`src/rtl/rgblz_pkg.sv`:
```
package rgblz_pkg;

	// sizing
	localparam int MAX_WIDTH     = 1024;
	localparam int HISTORY_DEPTH = 16384;
	localparam int HA_W          = $clog2(HISTORY_DEPTH);
	localparam int BYTE_W        = 8;
	localparam int CNT_W         = 24;
	localparam int PEND_W        = 18;
	localparam int WIDTH_W       = 11;
	localparam int ROW_W         = $clog2(MAX_WIDTH + 1);
	localparam int WX_W          = (ROW_W > WIDTH_W) ? ROW_W : WIDTH_W;
	localparam int DIST_W        = $clog2(3 * (4 * MAX_WIDTH + 6) + 1);
	localparam int CFG_IDX_W     = 2;
	localparam int CFG_DATA_W    = 24;

	// register map
	localparam logic [CFG_IDX_W-1:0] CFG_IMAGE_WIDTH = 2'd0;
	localparam logic [CFG_IDX_W-1:0] CFG_OUT_LENGTH  = 2'd1;
	localparam logic [CFG_IDX_W-1:0] CFG_IN_LENGTH   = 2'd2;

	// item modes
	localparam logic MODE_PUSH = 1'b0;
	localparam logic MODE_PULL = 1'b1;

	// stream format
	localparam logic [BYTE_W-1:0] FLAG_COPY     = 8'h80;
	localparam logic [BYTE_W-1:0] FLAG_LONG_LIT = 8'h7f;
	localparam logic [1:0]        SHORT_LONG    = 2'd3;
	localparam int                HDR_BYTES     = 3;
	localparam int                LONG_LIT_BIAS = 128;
	localparam int                LONG_CPY_BIAS = 4;

	typedef enum logic [1:0] {
		ST_DATA    = 2'd0,
		ST_DONE    = 2'd1,
		ST_ERROR   = 2'd2,
		ST_REFUSED = 2'd3
	} status_t;

	typedef enum logic [5:0] {
		PH_HDR  = 6'b000001,
		PH_FLAG = 6'b000010,
		PH_LO   = 6'b000100,
		PH_HI   = 6'b001000,
		PH_LIT  = 6'b010000,
		PH_COPY = 6'b100000
	} phase_t;

	typedef struct packed {
		logic              mode;
		logic [BYTE_W-1:0] data_byte;
	} item_t;

	typedef struct packed {
		logic [BYTE_W-1:0] out_byte;
		status_t           status;
		logic              last;
	} result_t;

	// one decoded step handed from the parser to the output stage
	typedef struct packed {
		logic              has_res;
		logic              emit;
		logic              from_mem;
		logic              zero;
		logic [BYTE_W-1:0] value;
		status_t           status;
		logic              last;
		logic [HA_W-1:0]   waddr;
	} op_t;

	// neighbor table: pixel step k and row count m
	function automatic logic signed [3:0] ofs_k(input logic [4:0] sel);
		int s;
		int k;
		s = int'(sel);
		if (s < 6)       k = -1 - s;
		else if (s < 13) k = 9 - s;
		else if (s < 20) k = 16 - s;
		else if (s < 27) k = 23 - s;
		else             k = 29 - s;
		return 4'(k);
	endfunction

	function automatic logic [2:0] ofs_m(input logic [4:0] sel);
		logic [2:0] m;
		if (sel < 5'd6)       m = 3'd0;
		else if (sel < 5'd13) m = 3'd1;
		else if (sel < 5'd20) m = 3'd2;
		else if (sel < 5'd27) m = 3'd3;
		else                  m = 3'd4;
		return m;
	endfunction

endpackage

```
`src/rtl/rgblz_out.sv`:
```
module rgblz_out (
	input  logic                               clk,
	input  logic                               arst_n,
	input  logic                               accept,
	input  rgblz_pkg::op_t                     op,
	input  logic [rgblz_pkg::BYTE_W-1:0]       ram_rdata,
	output logic                               space,
	output logic                               hist_we,
	output logic [rgblz_pkg::HA_W-1:0]         hist_waddr,
	output logic [rgblz_pkg::BYTE_W-1:0]       hist_wdata,
	output logic                               result_valid,
	input  logic                               result_ready,
	output rgblz_pkg::result_t                 result
);

	logic                          s1_valid_s1;
	rgblz_pkg::op_t                op_s1;
	logic                          s1_move;
	logic [rgblz_pkg::BYTE_W-1:0]  s1_byte;
	logic                          out_valid_q;
	rgblz_pkg::result_t            result_q;

	assign s1_move = !out_valid_q || result_ready;
	assign space   = !s1_valid_s1 || s1_move;

	// copy bytes come from the history read issued at accept, or are zero when the source is flagged as none
	assign s1_byte = op_s1.from_mem ? (op_s1.zero ? '0 : ram_rdata) : op_s1.value;

	assign hist_we    = s1_valid_s1 && s1_move && op_s1.emit;
	assign hist_waddr = op_s1.waddr;
	assign hist_wdata = s1_byte;

	always_ff @(posedge clk or negedge arst_n) begin
		if (!arst_n) begin
			s1_valid_s1 <= 1'b0;
			out_valid_q <= 1'b0;
		end else begin
			if (accept && op.has_res) begin
				s1_valid_s1 <= 1'b1;
			end else if (s1_move) begin
				s1_valid_s1 <= 1'b0;
			end
			if (s1_valid_s1 && s1_move) begin
				out_valid_q <= 1'b1;
			end else if (result_ready) begin
				out_valid_q <= 1'b0;
			end
		end
	end

	always_ff @(posedge clk) begin
		if (accept && op.has_res) begin
			op_s1 <= op;
		end
		if (s1_valid_s1 && s1_move) begin
			result_q.out_byte <= s1_byte;
			result_q.status   <= op_s1.status;
			result_q.last     <= op_s1.last;
		end
	end

	assign result_valid = out_valid_q;
	assign result       = result_q;

	a_s1_holds: assert property (@(posedge clk) disable iff (!arst_n)
		s1_valid_s1 && !s1_move |=> s1_valid_s1 && $stable(op_s1))
		else $error("stalled stage lost its item");

	a_no_overrun: assert property (@(posedge clk) disable iff (!arst_n)
		accept |-> space)
		else $error("item taken with no room in the output stage");

endmodule
```
`config.mk`:
```
export PLATFORM = sky130hd
export DESIGN_NAME = rgblz_out
export DESIGN_NICKNAME = d
export VERILOG_FILES = /design/src/rtl/rgblz_pkg.sv /design/src/rtl/rgblz_out.sv
export SDC_FILE = /design/constraint.sdc
export NUM_CORES = 1
export LEC_CHECK = 0
export ABC_AREA = 1
export BUFFER_PORTS_ARGS = -buffer_cell sky130_fd_sc_hd__buf_2
export CELL_PAD_IN_SITES_DETAIL_PLACEMENT = 0
export CELL_PAD_IN_SITES_GLOBAL_PLACEMENT = 1
export CORE_MARGIN = 1
export CORE_UTILIZATION = 37
export DETAILED_ROUTE_END_ITERATION = 10
export PLACE_DENSITY = 0.92
export SKIP_CTS_REPAIR_TIMING = 1
export SLEW_MARGIN = 40
export SYNTH_ARGS = -nofsm -noshare
export SYNTH_HDL_FRONTEND = slang
export SYNTH_SLANG_ARGS = --single-unit
```
`constraint.sdc`:
```
create_clock -name clk -period 2.2 [get_ports clk]
set_input_delay 0.44 -clock clk [delete_from_list [all_inputs] [get_ports clk]]
set_output_delay 0.44 -clock clk [all_outputs]
set_load 0.03 [all_outputs]
```
Word-level counts from Yosys, hierarchy flattened
Cells that the tools add are included.
{"block": "classes", "n_addsub": 0, "n_mul": 0, "n_div": 0, "order_cmp": 0, "eq_ne": 0, "shift": 0, "n_mux": 6, "bitwise_logic": 0, "reduce_logical": 9}
{"op": "8-bit two-way mux", "n": 2}
{"op": "1-bit two-way mux", "n": 4}
{"op": "2-bit nonzero test", "n": 2}
{"op": "1-bit logical AND", "n": 3}
{"op": "1-bit zero test", "n": 2}
{"op": "1-bit logical OR", "n": 2}
{"block": "word_totals", "register_bits": 41, "latch_bits": 0, "ramBits": 0, "rom_bits": 0, "in_bits": 41, "elab_cells": 27, "n_memories": 0}

Logic depth before layout (Yosys ltp)
{"block": "depth", "word_depth": 4, "depth_mapped": 4}

Worst setup path after synthesis
Ideal clock, no wire load.
{"block": "synth_timing", "path_kind": "register to output", "from": "reg out_valid_q (netlist: result_valid)", "to": "out hist_we", "t_arrival_ns": 1.094, "required_time_ns": 1.760, "path_slack_ns": 0.666, "path_stages_with_launch": 4, "path_buffers": 0, "cell_sequence": "dfrtp_1 -> nand2_1 -> nand2_1 -> nor2_1"}
{"block": "synth_via", "elab_chain_len": 4}
{"item": "start, declared", "line_no": "rgblz_out.sv:20", "source": "logic out_valid_q;"}
{"item": "start signal, assigned", "line_no": "rgblz_out.sv:36", "source": "out_valid_q <= 1'b0;"}
{"item": "start signal, assigned", "line_no": "rgblz_out.sv:44", "source": "out_valid_q <= 1'b1;"}
{"item": "start signal, assigned", "line_no": "rgblz_out.sv:46", "source": "out_valid_q <= 1'b0;"}
{"item": "1-bit zero test", "line_no": "rgblz_out.sv:23", "source": "assign s1_move = !out_valid_q || result_ready;"}
{"item": "1-bit logical OR", "line_no": "rgblz_out.sv:23"}
{"item": "1-bit logical AND (2 in series)", "line_no": "rgblz_out.sv:29", "source": "assign hist_we = s1_valid_s1 && s1_move && op_s1.emit;"}
{"item": "end, declared", "line_no": "rgblz_out.sv:8", "source": "output logic hist_we,"}
Every way passes these cells.

Worst setup path in the final report
{"block": "layout_timing", "from": "reg op_s1[25] (netlist bit)", "to": "out hist_wdata[5] (netlist bit)"}
{"block": "layout_via", "elab_chain_len": 2}
{"item": "start, declared", "line_no": "rgblz_out.sv:17", "source": "rgblz_pkg::op_t op_s1;"}
{"item": "start signal, assigned", "line_no": "rgblz_out.sv:53", "source": "op_s1 <= op;"}
{"item": "8-bit two-way mux (2 in series)", "line_no": "rgblz_out.sv:27", "source": "assign s1_byte = op_s1.from_mem ? (op_s1.zero ? '0 : ram_rdata) : op_s1.value;"}
{"item": "end, declared", "line_no": "rgblz_out.sv:10", "source": "output logic [rgblz_pkg::BYTE_W-1:0] hist_wdata,"}
Every way passes these cells.

==> results.json <==
{
  "status": "completed",
  "cp_max_fo": 8,
  "clk-insertion-delay-late_ps": 290,
  "antennaDiodeCount": 0,
  "holdWs_ps": 324,
  "ir_drop_mv": 0.510,
  "synth.distinct_cells": 9,
  "reg2reg_slack_ps": 920,
  "required_ps": 1760,
  "gp_congestion": 0.698,
  "postPlaceCellArea_um2": 1830,
  "max_freq_mhz": 583,
  "synth_seq_cells": 41,
  "worstHoldEndpoint": "hist_waddr[10]$_DFFE_PP_",
  "setup_violations": 0,
  "place_hpwl_um": 2060,
  "end_kind": "output port",
  "arrival_ps": 1270,
  "vias_per_cell": 4.23,
  "rsz0062_at_grt": "false",
  "groute.usage.overall_pct": 13.2,
  "clock_skew_ps": 4.96,
  "synth_cells": 92,
  "overflow": 0,
  "cts.sinks": 41,
  "ys_warn_count": 0,
  "fin_area_um2": 1920,
  "rr_worst_depth": 3,
  "synth_xor_area_share_pct": 0,
  "num-fill-cells": 358,
  "fp.dieArea_um2": 4260,
  "yosys.area_share.simple_pct": 9.28,
  "fp.dieW_um": 65.3,
  "ys_seq_area_share_pct": 82.4,
  "drc": 0,
  "cts_made_buffers": 5,
  "grt_max_degree": 29,
  "min_path_type": "in2reg",
  "start_util_pct": 39.6,
  "grt_pass1_wl_um": 3960,
  "final_core_util_pct": 51.3,
  "fin_crit_ps": 1710,
  "hold_depth": 1,
  "yosys.area.top_type": "edfxtp_1",
  "critPathKind": "reg2out",
  "fin_crit_sh_pct": 77.9,
  "drtIter0Drc": 21,
  "synth_top_family_by_area": "simple AND/OR/NAND/NOR gates",
  "finalHoldViolations": 0,
  "drv_slew": 0,
  "synth_compound_area_share_pct": 0,
  "nets": 204,
  "grt_pass1_vias": 975,
  "clkTransAtPathRegs_ps": 80,
  "ys_top_cells_by_area": "edfxtp_1, nand2_1, buf_4",
  "reg2reg_from": "result_valid$_DFFE_PN0P_",
  "p_leak_uw": 0.000879,
  "synthAdderAreaFrac_pct": 0,
  "grt_antenna_before_repair": 0,
  "startpoint_type": "register",
  "final.setup.tns_ps": 0,
  "max-cap-violations": 0,
  "muxShareOfSynthArea_pct": 0,
  "vias": 896,
  "clockRootBuffer": "clkbuf_8",
  "fp-row-count": 22,
  "multi_input_area_um2": 138,
  "max-slew-margin-rel_pct": 71.9,
  "synthesis.area_um2": 1480,
  "ioPinCount": 77,
  "seq_area_um2": 1220,
  "die_h_um": 65.3,
  "syn_nets": 133,
  "dr.pass1.iters": 3,
  "wl_per_cell_um": 12.2,
  "tightest_slew_ps": 421,
  "drive_gt1_share_pct": 53.7,
  "portBuffers": 76,
  "yosys.area.top_type_share_pct": 79.0,
  "totalPowerFinal_uw": 1630,
  "wirelength_um": 2590,
  "area_growth_pct": 29.6,
  "r2r_end": "result[10]$_DFFE_PP_",
  "cts_tree": "done",
  "core_um2": 3740,
  "cts_max_level": 2,
  "worstHoldStart": "op[10]",
  "powerDensity_nw_per_um2": 847,
  "cts_buffer_depth": 2,
  "synth_area_per_cell_um2": 16.1,
  "ant_nets": 0
}
[cells in the mapped netlist]
master and n:
nand2_1 29, dfrtp_1 2, buf_4 14, nor2_1 1, edfxtp_1 39, inv_1 3
nor2_8 1, inv_2 2, nand3_1 1
[flip-flops by register name, summed over array words and instances (netlist names)]
| signal | count |
|---|---|
| result | 11 |
| s1_valid_s1 | 1 |
| hist_waddr | 14 |
| result_valid | 1 |
| op_s1 | 14 |
[metrics by stage]
stage,worst slack [ps],cells
after CTS,455,211
after floorplan,666,92
after global placement,808,203
final,485,212
after global routing,385,212
after detailed placement,760,203
[worst max-delay path by stage]
stage                        startpoint            end  cells past startpoint
2_1_floorplan  result_valid$_DFFE_PN0P_        hist_we                      3
3_3_place_gp               result_ready        hist_we                      6
3_5_place_dp               result_ready        hist_we                      6
4_1_cts             op_s1[25]$_DFFE_PP_  hist_wdata[5]                      4
5_1_grt             op_s1[25]$_DFFE_PP_  hist_wdata[5]                      4
6_report            op_s1[25]$_DFFE_PP_  hist_wdata[5]                      4
[power by group]
group	internal [uW]	switching, uW
Sequential	918	16.2
Clock	219	242
Combinational	69.4	164
[placed cells by master (no fill, tap or decap), types with 2 or more instances in the layout]
master,Yosys,layout
dfrtp_1,2,2
nand2_1,29,29
inv_1,3,3
clkbuf_8,0,5
buf_2,0,76
edfxtp_1,39,39
inv_2,2,2
clkinv_2,0,2
[cell families after synthesis]
family	count (synthesis)
buffers and inverters	19
AND/OR/NAND/NOR	32
flip-flops	41
[worst max-delay path, stage by stage (launching register included)]
cell	delay, ps
edfxtp_1	460
nor2_8	180
nand2_1	60
nand2_1	80
buf_2	200
[area by class of cell]
class	count	area share, %
well taps	48	3.13
clock inverters	3	0.911
multi-input cells	32	7.16
flip-flops and latches	41	63.5
inverters	5	0.977
clock buffers	5	3.58
repair buffers	78	20.7
[per-layer routing]
| layer | part of all wire (%) | wire, um | global-route usage, % | up-vias |
|---|---|---|---|---|
| met5 | 0 | 0 | 0 | - |
| met4 | 2.2 | 57 | 9.51 | 0 |
| met3 | 10 | 266 | 5.90 | 4 |
| met2 | 53 | 1360 | 23.3 | 49 |
| met1 | 35 | 902 | 11.7 | 403 |
| li1 | - | - | - | 440 |
Power figures use the tool's default switching activity.
