File: src/rtl/rgblz_pkg.sv
package rgblz_pkg;

	// sizing
	localparam int MAX_WIDTH     = 1024;
	localparam int HISTORY_DEPTH = 16384;
	localparam int HA_W          = $clog2(HISTORY_DEPTH);
	localparam int BYTE_W        = 8;
	localparam int CNT_W         = 24;
	localparam int PEND_W        = 18;
	localparam int WIDTH_W       = 11;
	localparam int ROW_W         = $clog2(MAX_WIDTH + 1);
	localparam int WX_W          = (ROW_W > WIDTH_W) ? ROW_W : WIDTH_W;
	localparam int DIST_W        = $clog2(3 * (4 * MAX_WIDTH + 6) + 1);
	localparam int CFG_IDX_W     = 2;
	localparam int CFG_DATA_W    = 24;

	// register map
	localparam logic [CFG_IDX_W-1:0] CFG_IMAGE_WIDTH = 2'd0;
	localparam logic [CFG_IDX_W-1:0] CFG_OUT_LENGTH  = 2'd1;
	localparam logic [CFG_IDX_W-1:0] CFG_IN_LENGTH   = 2'd2;

	// item modes
	localparam logic MODE_PUSH = 1'b0;
	localparam logic MODE_PULL = 1'b1;

	// stream format
	localparam logic [BYTE_W-1:0] FLAG_COPY     = 8'h80;
	localparam logic [BYTE_W-1:0] FLAG_LONG_LIT = 8'h7f;
	localparam logic [1:0]        SHORT_LONG    = 2'd3;
	localparam int                HDR_BYTES     = 3;
	localparam int                LONG_LIT_BIAS = 128;
	localparam int                LONG_CPY_BIAS = 4;

	typedef enum logic [1:0] {
		ST_DATA    = 2'd0,
		ST_DONE    = 2'd1,
		ST_ERROR   = 2'd2,
		ST_REFUSED = 2'd3
	} status_t;

	typedef enum logic [5:0] {
		PH_HDR  = 6'b000001,
		PH_FLAG = 6'b000010,
		PH_LO   = 6'b000100,
		PH_HI   = 6'b001000,
		PH_LIT  = 6'b010000,
		PH_COPY = 6'b100000
	} phase_t;

	typedef struct packed {
		logic              mode;
		logic [BYTE_W-1:0] data_byte;
	} item_t;

	typedef struct packed {
		logic [BYTE_W-1:0] out_byte;
		status_t           status;
		logic              last;
	} result_t;

	// one decoded step handed from the parser to the output stage
	typedef struct packed {
		logic              has_res;
		logic              emit;
		logic              from_mem;
		logic              zero;
		logic [BYTE_W-1:0] value;
		status_t           status;
		logic              last;
		logic [HA_W-1:0]   waddr;
	} op_t;

	// neighbor table: pixel step k and row count m
	function automatic logic signed [3:0] ofs_k(input logic [4:0] sel);
		int s;
		int k;
		s = int'(sel);
		if (s < 6)       k = -1 - s;
		else if (s < 13) k = 9 - s;
		else if (s < 20) k = 16 - s;
		else if (s < 27) k = 23 - s;
		else             k = 29 - s;
		return 4'(k);
	endfunction

	function automatic logic [2:0] ofs_m(input logic [4:0] sel);
		logic [2:0] m;
		if (sel < 5'd6)       m = 3'd0;
		else if (sel < 5'd13) m = 3'd1;
		else if (sel < 5'd20) m = 3'd2;
		else if (sel < 5'd27) m = 3'd3;
		else                  m = 3'd4;
		return m;
	endfunction

endpackage

File: src/rtl/rgblz_parser.sv
module rgblz_parser (
	input  logic                                  clk,
	input  logic                                  arst_n,
	input  logic                                  accept,
	input  rgblz_pkg::item_t                      item,
	input  logic                                  cfg_we,
	input  logic [rgblz_pkg::CFG_IDX_W-1:0]       cfg_index,
	input  logic [rgblz_pkg::CFG_DATA_W-1:0]      cfg_data,
	output logic                                  cfg_hold,
	output rgblz_pkg::op_t                        op,
	output logic                                  hist_re,
	output logic [rgblz_pkg::HA_W-1:0]            hist_raddr
);

	localparam int BACK_W = rgblz_pkg::ROW_W + 4;
	localparam int MW_W   = rgblz_pkg::ROW_W + 3;
	localparam int CNT_W  = rgblz_pkg::CNT_W;
	localparam int PEND_W = rgblz_pkg::PEND_W;

	logic [rgblz_pkg::WIDTH_W-1:0] width_q;
	logic [CNT_W-1:0]              out_len_q;
	logic [CNT_W-1:0]              in_len_q;
	logic                          cfg_hold_q;

	logic [CNT_W-1:0]  out_cnt_q, out_cnt_d, out_cnt_inc;
	logic [CNT_W-1:0]  in_cnt_q, in_cnt_d, in_cnt_inc;
	rgblz_pkg::phase_t phase_q, phase_d;
	logic [PEND_W-1:0] pend_q, pend_d;
	logic [4:0]        sel_q, sel_d;
	logic [7:0]        len_lo_q, len_lo_d;
	logic              run_copy_q, run_copy_d;
	logic              stopped_q, stopped_d;
	logic [rgblz_pkg::DIST_W-1:0] dist_q, dist_d;
	logic              src_none_q, src_none_d;

	// offset from the selected neighbor
	logic [rgblz_pkg::WX_W-1:0]  w_ext, w_cl;
	logic [rgblz_pkg::ROW_W-1:0] w_row;
	logic [MW_W-1:0]             mw;
	logic signed [BACK_W-1:0]    back;

	logic [CNT_W:0]    src_diff;
	logic              src_before;

	// run lengths
	logic [16:0]       hi_base;
	logic [PEND_W-1:0] hi_len3;
	logic [PEND_W-1:0] flag_lit_len;
	logic [PEND_W-1:0] short_cpy_len;
	logic [PEND_W-1:0] lit_len;
	logic              lit_over;
	logic              len_over;

	logic do_emit, do_fail, do_refuse, do_lit, need_len, pull;

	// width clamp and neighbor distance, registered for the next pull
	always_comb begin
		w_ext = rgblz_pkg::WX_W'(width_q);
		if (w_ext == '0) begin
			w_cl = rgblz_pkg::WX_W'(1);
		end else if (w_ext > rgblz_pkg::WX_W'(rgblz_pkg::MAX_WIDTH)) begin
			w_cl = rgblz_pkg::WX_W'(rgblz_pkg::MAX_WIDTH);
		end else begin
			w_cl = w_ext;
		end
		w_row = w_cl[rgblz_pkg::ROW_W-1:0];
		mw    = MW_W'(rgblz_pkg::ofs_m(sel_d)) * MW_W'(w_row);
		back  = $signed({1'b0, mw}) - BACK_W'(rgblz_pkg::ofs_k(sel_d));
		src_none_d = back[BACK_W-1] || (back == '0);
		dist_d     = rgblz_pkg::DIST_W'(back[MW_W-1:0]) * rgblz_pkg::DIST_W'(3);
	end

	assign out_cnt_inc = out_cnt_q + CNT_W'(1);
	assign in_cnt_inc  = in_cnt_q + CNT_W'(1);
	assign src_diff    = {1'b0, out_cnt_q} - (CNT_W + 1)'(dist_q);
	assign src_before  = src_diff[CNT_W];
	assign hist_raddr  = src_diff[rgblz_pkg::HA_W-1:0];

	assign hi_base = {1'b0, item.data_byte, len_lo_q}
		+ (run_copy_q ? 17'(rgblz_pkg::LONG_CPY_BIAS) : 17'(rgblz_pkg::LONG_LIT_BIAS));
	assign hi_len3       = PEND_W'(hi_base) * PEND_W'(3);
	assign flag_lit_len  = PEND_W'(item.data_byte) * PEND_W'(3) + PEND_W'(3);
	assign short_cpy_len = PEND_W'(item.data_byte[1:0]) * PEND_W'(3) + PEND_W'(3);
	assign lit_len       = (phase_q == rgblz_pkg::PH_HI) ? hi_len3 : flag_lit_len;

	assign lit_over = ({1'b0, in_cnt_inc} + (CNT_W + 1)'(lit_len) > {1'b0, in_len_q})
		|| ({1'b0, out_cnt_q} + (CNT_W + 1)'(lit_len) > {1'b0, out_len_q});
	assign len_over = ({1'b0, in_cnt_inc} + (CNT_W + 1)'(1) >= {1'b0, in_len_q});

	always_comb begin
		phase_d    = phase_q;
		pend_d     = pend_q;
		sel_d      = sel_q;
		len_lo_d   = len_lo_q;
		run_copy_d = run_copy_q;
		stopped_d  = stopped_q;
		out_cnt_d  = out_cnt_q;
		in_cnt_d   = in_cnt_q;
		hist_re    = 1'b0;
		do_emit    = 1'b0;
		do_fail    = 1'b0;
		do_refuse  = 1'b0;
		do_lit     = 1'b0;
		need_len   = 1'b0;
		pull       = 1'b0;

		if (accept) begin
			if (stopped_q) begin
				do_refuse = 1'b1;
			end else if (phase_q == rgblz_pkg::PH_COPY) begin
				if (item.mode != rgblz_pkg::MODE_PULL) begin
					do_refuse = 1'b1;
				end else begin
					pend_d = pend_q - PEND_W'(1);
					if (pend_q == PEND_W'(1)) begin
						phase_d = rgblz_pkg::PH_FLAG;
					end
					hist_re = 1'b1;
					pull    = 1'b1;
					do_emit = 1'b1;
				end
			end else if (item.mode != rgblz_pkg::MODE_PUSH) begin
				do_refuse = 1'b1;
			end else if (in_cnt_q >= in_len_q) begin
				do_fail = 1'b1;
			end else begin
				in_cnt_d = in_cnt_inc;
				case (phase_q)
					rgblz_pkg::PH_HDR: begin
						if (in_cnt_inc >= CNT_W'(rgblz_pkg::HDR_BYTES)) begin
							phase_d = rgblz_pkg::PH_FLAG;
						end
						do_emit = 1'b1;
					end
					rgblz_pkg::PH_FLAG: begin
						if (item.data_byte < rgblz_pkg::FLAG_COPY) begin
							if (item.data_byte != rgblz_pkg::FLAG_LONG_LIT) begin
								do_lit = 1'b1;
							end else begin
								run_copy_d = 1'b0;
								need_len   = 1'b1;
							end
						end else begin
							sel_d = item.data_byte[6:2];
							if (item.data_byte[1:0] != rgblz_pkg::SHORT_LONG) begin
								pend_d  = short_cpy_len;
								phase_d = rgblz_pkg::PH_COPY;
							end else begin
								run_copy_d = 1'b1;
								need_len   = 1'b1;
							end
						end
					end
					rgblz_pkg::PH_LO: begin
						len_lo_d = item.data_byte;
						phase_d  = rgblz_pkg::PH_HI;
					end
					rgblz_pkg::PH_HI: begin
						if (run_copy_q) begin
							pend_d  = hi_len3;
							phase_d = rgblz_pkg::PH_COPY;
						end else begin
							do_lit = 1'b1;
						end
					end
					default: begin
						// literal run body
						pend_d = pend_q - PEND_W'(1);
						if (pend_q == PEND_W'(1)) begin
							phase_d = rgblz_pkg::PH_FLAG;
						end
						do_emit = 1'b1;
					end
				endcase
			end
		end

		if (do_lit) begin
			if (lit_over) begin
				do_fail = 1'b1;
			end else begin
				pend_d  = lit_len;
				phase_d = rgblz_pkg::PH_LIT;
			end
		end
		if (need_len) begin
			if (len_over) begin
				do_fail = 1'b1;
			end else begin
				phase_d = rgblz_pkg::PH_LO;
			end
		end

		op        = '0;
		op.value  = item.data_byte;
		op.status = rgblz_pkg::ST_DATA;
		op.waddr  = out_cnt_q[rgblz_pkg::HA_W-1:0];
		if (do_refuse) begin
			op.has_res = 1'b1;
			op.value   = '0;
			op.status  = rgblz_pkg::ST_REFUSED;
		end else if (do_fail) begin
			op.has_res = 1'b1;
			op.value   = '0;
			op.status  = rgblz_pkg::ST_ERROR;
			op.last    = 1'b1;
			stopped_d  = 1'b1;
		end else if (do_emit) begin
			op.has_res  = 1'b1;
			op.emit     = 1'b1;
			op.from_mem = pull;
			op.zero     = src_none_q || src_before;
			out_cnt_d   = out_cnt_inc;
			if (out_cnt_inc >= out_len_q) begin
				op.status = rgblz_pkg::ST_DONE;
				op.last   = 1'b1;
				stopped_d = 1'b1;
			end
		end
	end

	always_ff @(posedge clk or negedge arst_n) begin
		if (!arst_n) begin
			width_q    <= rgblz_pkg::WIDTH_W'(1);
			out_len_q  <= '0;
			in_len_q   <= '0;
			cfg_hold_q <= 1'b0;
			out_cnt_q  <= '0;
			in_cnt_q   <= '0;
			phase_q    <= rgblz_pkg::PH_HDR;
			pend_q     <= '0;
			sel_q      <= '0;
			len_lo_q   <= '0;
			run_copy_q <= 1'b0;
			stopped_q  <= 1'b0;
			dist_q     <= '0;
			src_none_q <= 1'b1;
		end else begin
			cfg_hold_q <= cfg_we;
			if (cfg_we) begin
				case (cfg_index)
					rgblz_pkg::CFG_IMAGE_WIDTH: width_q <= cfg_data[rgblz_pkg::WIDTH_W-1:0];
					rgblz_pkg::CFG_OUT_LENGTH:  out_len_q <= cfg_data[CNT_W-1:0];
					rgblz_pkg::CFG_IN_LENGTH:   in_len_q <= cfg_data[CNT_W-1:0];
					default: ;
				endcase
			end
			out_cnt_q  <= out_cnt_d;
			in_cnt_q   <= in_cnt_d;
			phase_q    <= phase_d;
			pend_q     <= pend_d;
			sel_q      <= sel_d;
			len_lo_q   <= len_lo_d;
			run_copy_q <= run_copy_d;
			stopped_q  <= stopped_d;
			dist_q     <= dist_d;
			src_none_q <= src_none_d;
		end
	end

	assign cfg_hold = cfg_hold_q;

	a_stop_sticks: assert property (@(posedge clk) disable iff (!arst_n)
		stopped_q |=> stopped_q)
		else $error("decoder left the stopped state");

	a_stop_refuses: assert property (@(posedge clk) disable iff (!arst_n)
		accept && stopped_q |-> op.has_res && op.status == rgblz_pkg::ST_REFUSED)
		else $error("item taken after stop was not refused");

	a_read_in_copy: assert property (@(posedge clk) disable iff (!arst_n)
		hist_re |-> accept && phase_q == rgblz_pkg::PH_COPY && op.from_mem)
		else $error("history read outside a copy pull");

endmodule

File: config.mk
export PLATFORM = sky130hd
export DESIGN_NAME = rgblz_parser
export DESIGN_NICKNAME = d
export VERILOG_FILES = /design/src/rtl/rgblz_pkg.sv /design/src/rtl/rgblz_parser.sv
export SDC_FILE = /design/constraint.sdc
export NUM_CORES = 1
export LEC_CHECK = 0
export ABC_AREA = 0
export BUFFER_PORTS_ARGS = -buffer_cell sky130_fd_sc_hd__buf_2
export CORE_MARGIN = 1.5
export CORE_UTILIZATION = 40
export DETAILED_ROUTE_END_ITERATION = 8
export PLACE_DENSITY = 0.61
export SETUP_SLACK_MARGIN = 0.3
export SLEW_MARGIN = 20
export SYNTH_ARGS = -nofsm -noshare
export SYNTH_HDL_FRONTEND = slang
export SYNTH_SLANG_ARGS = --single-unit
export TNS_END_PERCENT = 20
File: constraint.sdc
create_clock -name clk -period 14.9 [get_ports clk]
set_input_delay 2.98 -clock clk [delete_from_list [all_inputs] [get_ports clk]]
set_output_delay 2.98 -clock clk [all_outputs]
set_load 0.005 [all_outputs]
# After elaboration in Yosys (flattened, before gate mapping)
# Cells that the tools add are included.
[op_classes] addsub=16 n_eq_ne=12 magnitude_cmp=16 reduce_logical=18 multipliers=5 n_shift=0 n_mux=105 bitwise=6 div_mod_pow=0
[op_table] op="18-bit two-way mux" n=12
[op_table] op="6-bit two-way mux" n=15
[op_table] op="18-bit one-hot mux with 3 select lines" n=1
[op_table] op="24-bit by 18-bit adder with 25-bit output" n=2
[op_table] op="25-bit by 24-bit > comparator with 1-bit output" n=2
[op_table] op="1-bit two-way mux" n=49
[op_table] op="24-bit by 1-bit adder with 24-bit output (second input constant)" n=2
[op_table] op="24-bit greater-or-equal comparator" n=2
[op_table] op="5-bit two-way mux" n=7
[op_table] op="24-bit by 1-bit adder with 25-bit output (second input constant)" n=1
[op_table] op="25-bit by 24-bit greater-or-equal comparator with 1-bit output" n=1
[op_table] op="24-bit by 14-bit subtractor with 25-bit output" n=1
[op_table] op="24-bit by 2-bit greater-or-equal comparator with 1-bit output (second input constant)" n=1
[op_table] op="6-bit one-hot mux with 4 select lines" n=1
[op_table] op="11-bit two-way mux" n=2
[op_table] op="3-bit two-way mux" n=7
[op_table] op="5-bit < comparator (second input constant)" n=4
[op_table] op="4-bit two-way mux" n=5
[op_table] op="18-bit by 1-bit equality test with 1-bit output (second input constant)" n=1
[op_table] op="17-bit by 2-bit multiplier with 18-bit output (second input constant)" n=1
[op_table] op="18-bit by 1-bit subtractor with 18-bit output (second input constant)" n=1
[op_table] op="16-bit by 8-bit adder with 17-bit output" n=1
[op_table] op="8-bit two-way mux" n=2
[op_table] op="15-bit zero test" n=1
[op_table] op="other kinds (38)" n=56
[totals] mem_bits_ro=0 memories=0 word_cells=192 reg_bits=162 latch_bits=0 ramBits=0 inputBits=39 output_inout_bits=45

# Logic depth before layout (Yosys ltp)
[depth] word_depth=17 mapped_depth=40 depth_no_buf=38

# Worst setup path after synthesis
# Ideal clock, no wire load.
[synth_timing] path_type="input-to-output" from="input port item[0] (netlist bit)" to="output port op[17] (netlist bit)" path_stages=34 arrival_time_ps=8809 path_slack_ps=3111 path_buffers=1 t_required_ps=11920 cell_sequence="clkbuf_1 > inv_1 > ha_1 > inv_1 > ha_1 > a21o_1 > a21oi_1 > nor2_1 > o21a_1 > o21ai_0 > nand2b_1 > a21oi_1 > xor2_1 > o21ai_0 > ha_1 > a21oi_1 > a21oi_1 > or2_2 > nand2_1 > a31oi_1 > o31ai_1 > a21oi_1 > a31oi_1 > nor2_1 > xnor2_1 > ha_1 > a2111oi_0 > o211ai_1 > a2111oi_0 > a2bb2oi_1 > o211ai_1 > a31oi_1 > o31a_4 > and2_1"
[synth_lines] item="from (decl)" line="rgblz_parser.sv:5" rtl="input rgblz_pkg::item_t item,"
[synth_lines] item="to (decl)" line="rgblz_parser.sv:10" rtl="output rgblz_pkg::op_t op,"

==> flow_metrics.tcl <==
set metrics [dict create \
    status "finished, final reports clean" \
    synth_top_area_share 0.2173 \
    final_area_um2 19900 \
    start_util 0.4043 \
    tightest_slew_ns 1.133 \
    ios 84 \
    critPathCaptureType "output port" \
    hpwl_um 43300 \
    min_period_over_period 0.8914 \
    grt_pass1_vias 15620 \
    area_growth_syn_to_layout_pct 8.714 \
    finalSetupTns_ns 0 \
    htree_levels 4 \
    synth_top_area_cell "dfrtp_1" \
    overflow 0 \
    holdCritPathClass "reg -> reg" \
    io_buffers 83 \
    rsz0062_at_grt "false" \
    ys_seq_area_frac 0.2216 \
    vdd_drop_max_mv 0.08633 \
    path_clk_slew_ns 0.07 \
    place_area_um2 19220 \
    post-route-util 0.4395 \
    via_count 16350 \
    maxCapViolCount 0 \
    cts_tree "built" \
    setup_viol 0 \
    drt-vias-per-instance 5.711 \
    syn_area_per_cell_um2 8.276 \
    finalCriticalPeriod_ns 13.28 \
    hold_viol 0 \
    finalPower_mw 2.011 \
    synth_edf_count 0 \
    die_y_um 216.9 \
    drive_gt1_frac 0.1065 \
    post_cts_buffers 0 \
    drc_errors 0 \
    syn_nets 2526 \
    ys_ff_latch 162 \
    core_um2 45280 \
    cp.required_ns 11.92 \
    ys_async_sr_fraction 1.000 \
    p_leak_nw 9.580 \
    die_area_um2 47060 \
    cts.sinks 162 \
    crit_fanout 10 \
    cts_inserted_buffers 17 \
    timing.slew.headroom 0.2389 \
    synth_cells 2212 \
    cts_resized 0 \
    grt_pass1_wl_um 85740 \
    synth_area_leaders "dfrtp_1 (22%), ha_1 (18%), xnor2_1 (6.9%)" \
    die_w_um 216.9 \
    first_iter_violations 1175 \
    gp_congestion 0.9750 \
    critPathLaunchType "primary input" \
    nNetsFinal 2563 \
    wl_um 54590 \
    first_pass_iters 5 \
    grt_max_degree 90 \
    clock_path_buffers 2 \
    syn_area_um2 18310 \
    synth.most_common_cell "ha_1" \
    yosys_warnings 0 \
    cts_root_buf "clkbuf_16" \
    arrival_ns 10.30 \
    synthTopCellsByCount "ha_1 (259), nor2_1 (187), inv_1 (161), nand2_1 (160), dfrtp_1 (159)" \
    insertion_delay_ns 0.47 \
    cts_hold_buffers 0 \
    grt_usage 0.2329 \
    grt_antenna_before_repair 2 \
    skew_ns 0.01392 \
    rows 78 \
    ys.flop_type "dfrtp_1" \
    power_density_nw_per_um2 101.1 \
    wl_per_cell_um 19.07 \
    slew_viol_final 0 \
    max_freq_mhz 75.29 \
    synth.distinct_cells 81 \
    criticalPathCategory "in -> out" \
    antenna_left 0 \
]
==> layout by cell type, fill, tap and decap left out, types with 15 or more instances in the layout <==
cell         n
a21oi_1    135
clkbuf_16   17
inv_1      161
and3_1      23
nand4_1     39
a21o_1      47
o31ai_1     15
nand3_1     65
nand2b_1    24
nor3_1      54
nor2b_1     41
buf_4       17
or3_1       18
buf_2       82
nor4_1      23
o21ai_0    131
xor2_1      75
fa_1        16
mux2_2      78
a31oi_1     19
dfrtp_1    159
nand2_1    160
xnor2_1    145
o21a_1      28
ha_1       259
nor2_1     187
and2_1      30
==> where the power goes <==
part	leakage (nW)	switching, mW	internal (mW)
clock	0.331	0.201	0.324
combinational	7.20	0.513	0.385
sequential	2.05	0.0870	0.502
==> layout make-up <==
class / count / area (um^2)
repair buffers: 100 / 549.3
clock inverters: 12 / 227.7
multi-input cells: 1807 / 13250
diodes: 1 / 2.502
inverters: 161 / 604.3
clock buffers: 20 / 456.7
fillers: 4491 / 25380
well taps: 600 / 750.7
flip-flops and latches: 162 / 4058
==> through the flow <==
step / hold slack (ns) / worst slack [ns] / instances
CTS: 0.5090 / 1.624 / 2862
finish: 0.5058 / 1.618 / 2863
detailed placement: 0.4932 / 1.664 / 2830
floorplan: 0.4794 / 3.111 / 2212
global route: 0.5254 / 1.032 / 2862
global placement: 0.4895 / 1.958 / 2830
==> state kept, by name, summed over array words and instances (netlist names), 5 cells and up <==
name	count
in_cnt_q	24
in_len_q	24
out_cnt_q	24
out_len_q	24
pend_q	18
dist_q	14
w_ext	11
len_lo_q	8
phase_q	6
sel_q	5
==> worst max-delay path, stage by stage <==
cell and delay (ns):
buf_2 0.20, ha_1 0.33, inv_1 0.10, nor2_1 0.14, xor2_1 0.28, ha_1 0.28, nand3_1 0.09, a211oi_1 0.37
o31ai_1 0.19, nor2b_1 0.19, a2111oi_0 0.13, nor3_1 0.77, ha_1 0.43, a21oi_1 0.14, o21ai_0 0.13, o31ai_1 0.56
nor3_1 0.17, xnor2_1 0.17, ha_1 0.32, a2111oi_0 0.45, o211ai_1 0.15, a2111oi_0 0.41, a2bb2oi_1 0.20, o211ai_1 0.32
a31oi_1 0.31, o31a_4 0.22, and2_1 0.13, buf_2 0.10
==> worst paths after layout <==
| check | from | slack (ns) | endpoint | cells after the start |
|---|---|---|---|---|
| worst max-delay path | item[0] | 1.62 | op[22] | 28 |
| worst min-delay path | out_len_q[3]$_DFFE_PN0P_ | 0.51 | out_len_q[3]$_DFFE_PN0P_ | 1 |
| worst max register to register | stopped_q$_DFFE_PN0P_ | 5.10 | src_none_q$_DFF_PN1_ | 32 |
| worst min register to register | out_len_q[3]$_DFFE_PN0P_ | 0.51 | out_len_q[3]$_DFFE_PN0P_ | 1 |
| max in group asynchronous | arst_n | 10.75 | in_len_q[11]$_DFFE_PN0P_ | 2 |
| min in group asynchronous | arst_n | 2.61 | stopped_q$_DFFE_PN0P_ | 1 |
==> cell families after synthesis <==
logic type	Yosys count	synth area share
multiplexers	86	0.05235
AND/OR/NAND/NOR	712	0.1917
adder cells (fa/ha/maj)	277	0.1956
AO/OA/AOI/OAI	511	0.1779
XOR/XNOR	221	0.1061
flip-flops	162	0.2216
buffers and inverters	243	0.05467
==> layer usage <==
| layer | GRT usage | routed length (um) |
|---|---|---|
| met1 | 0.3071 | 24610 |
| met2 | 0.3863 | 25590 |
| met3 | 0.02851 | 2513 |
| met4 | 0.09375 | 1835 |
| met5 | 0 | 32 |
No activity file was read; power rests on OpenSTA's default activity.
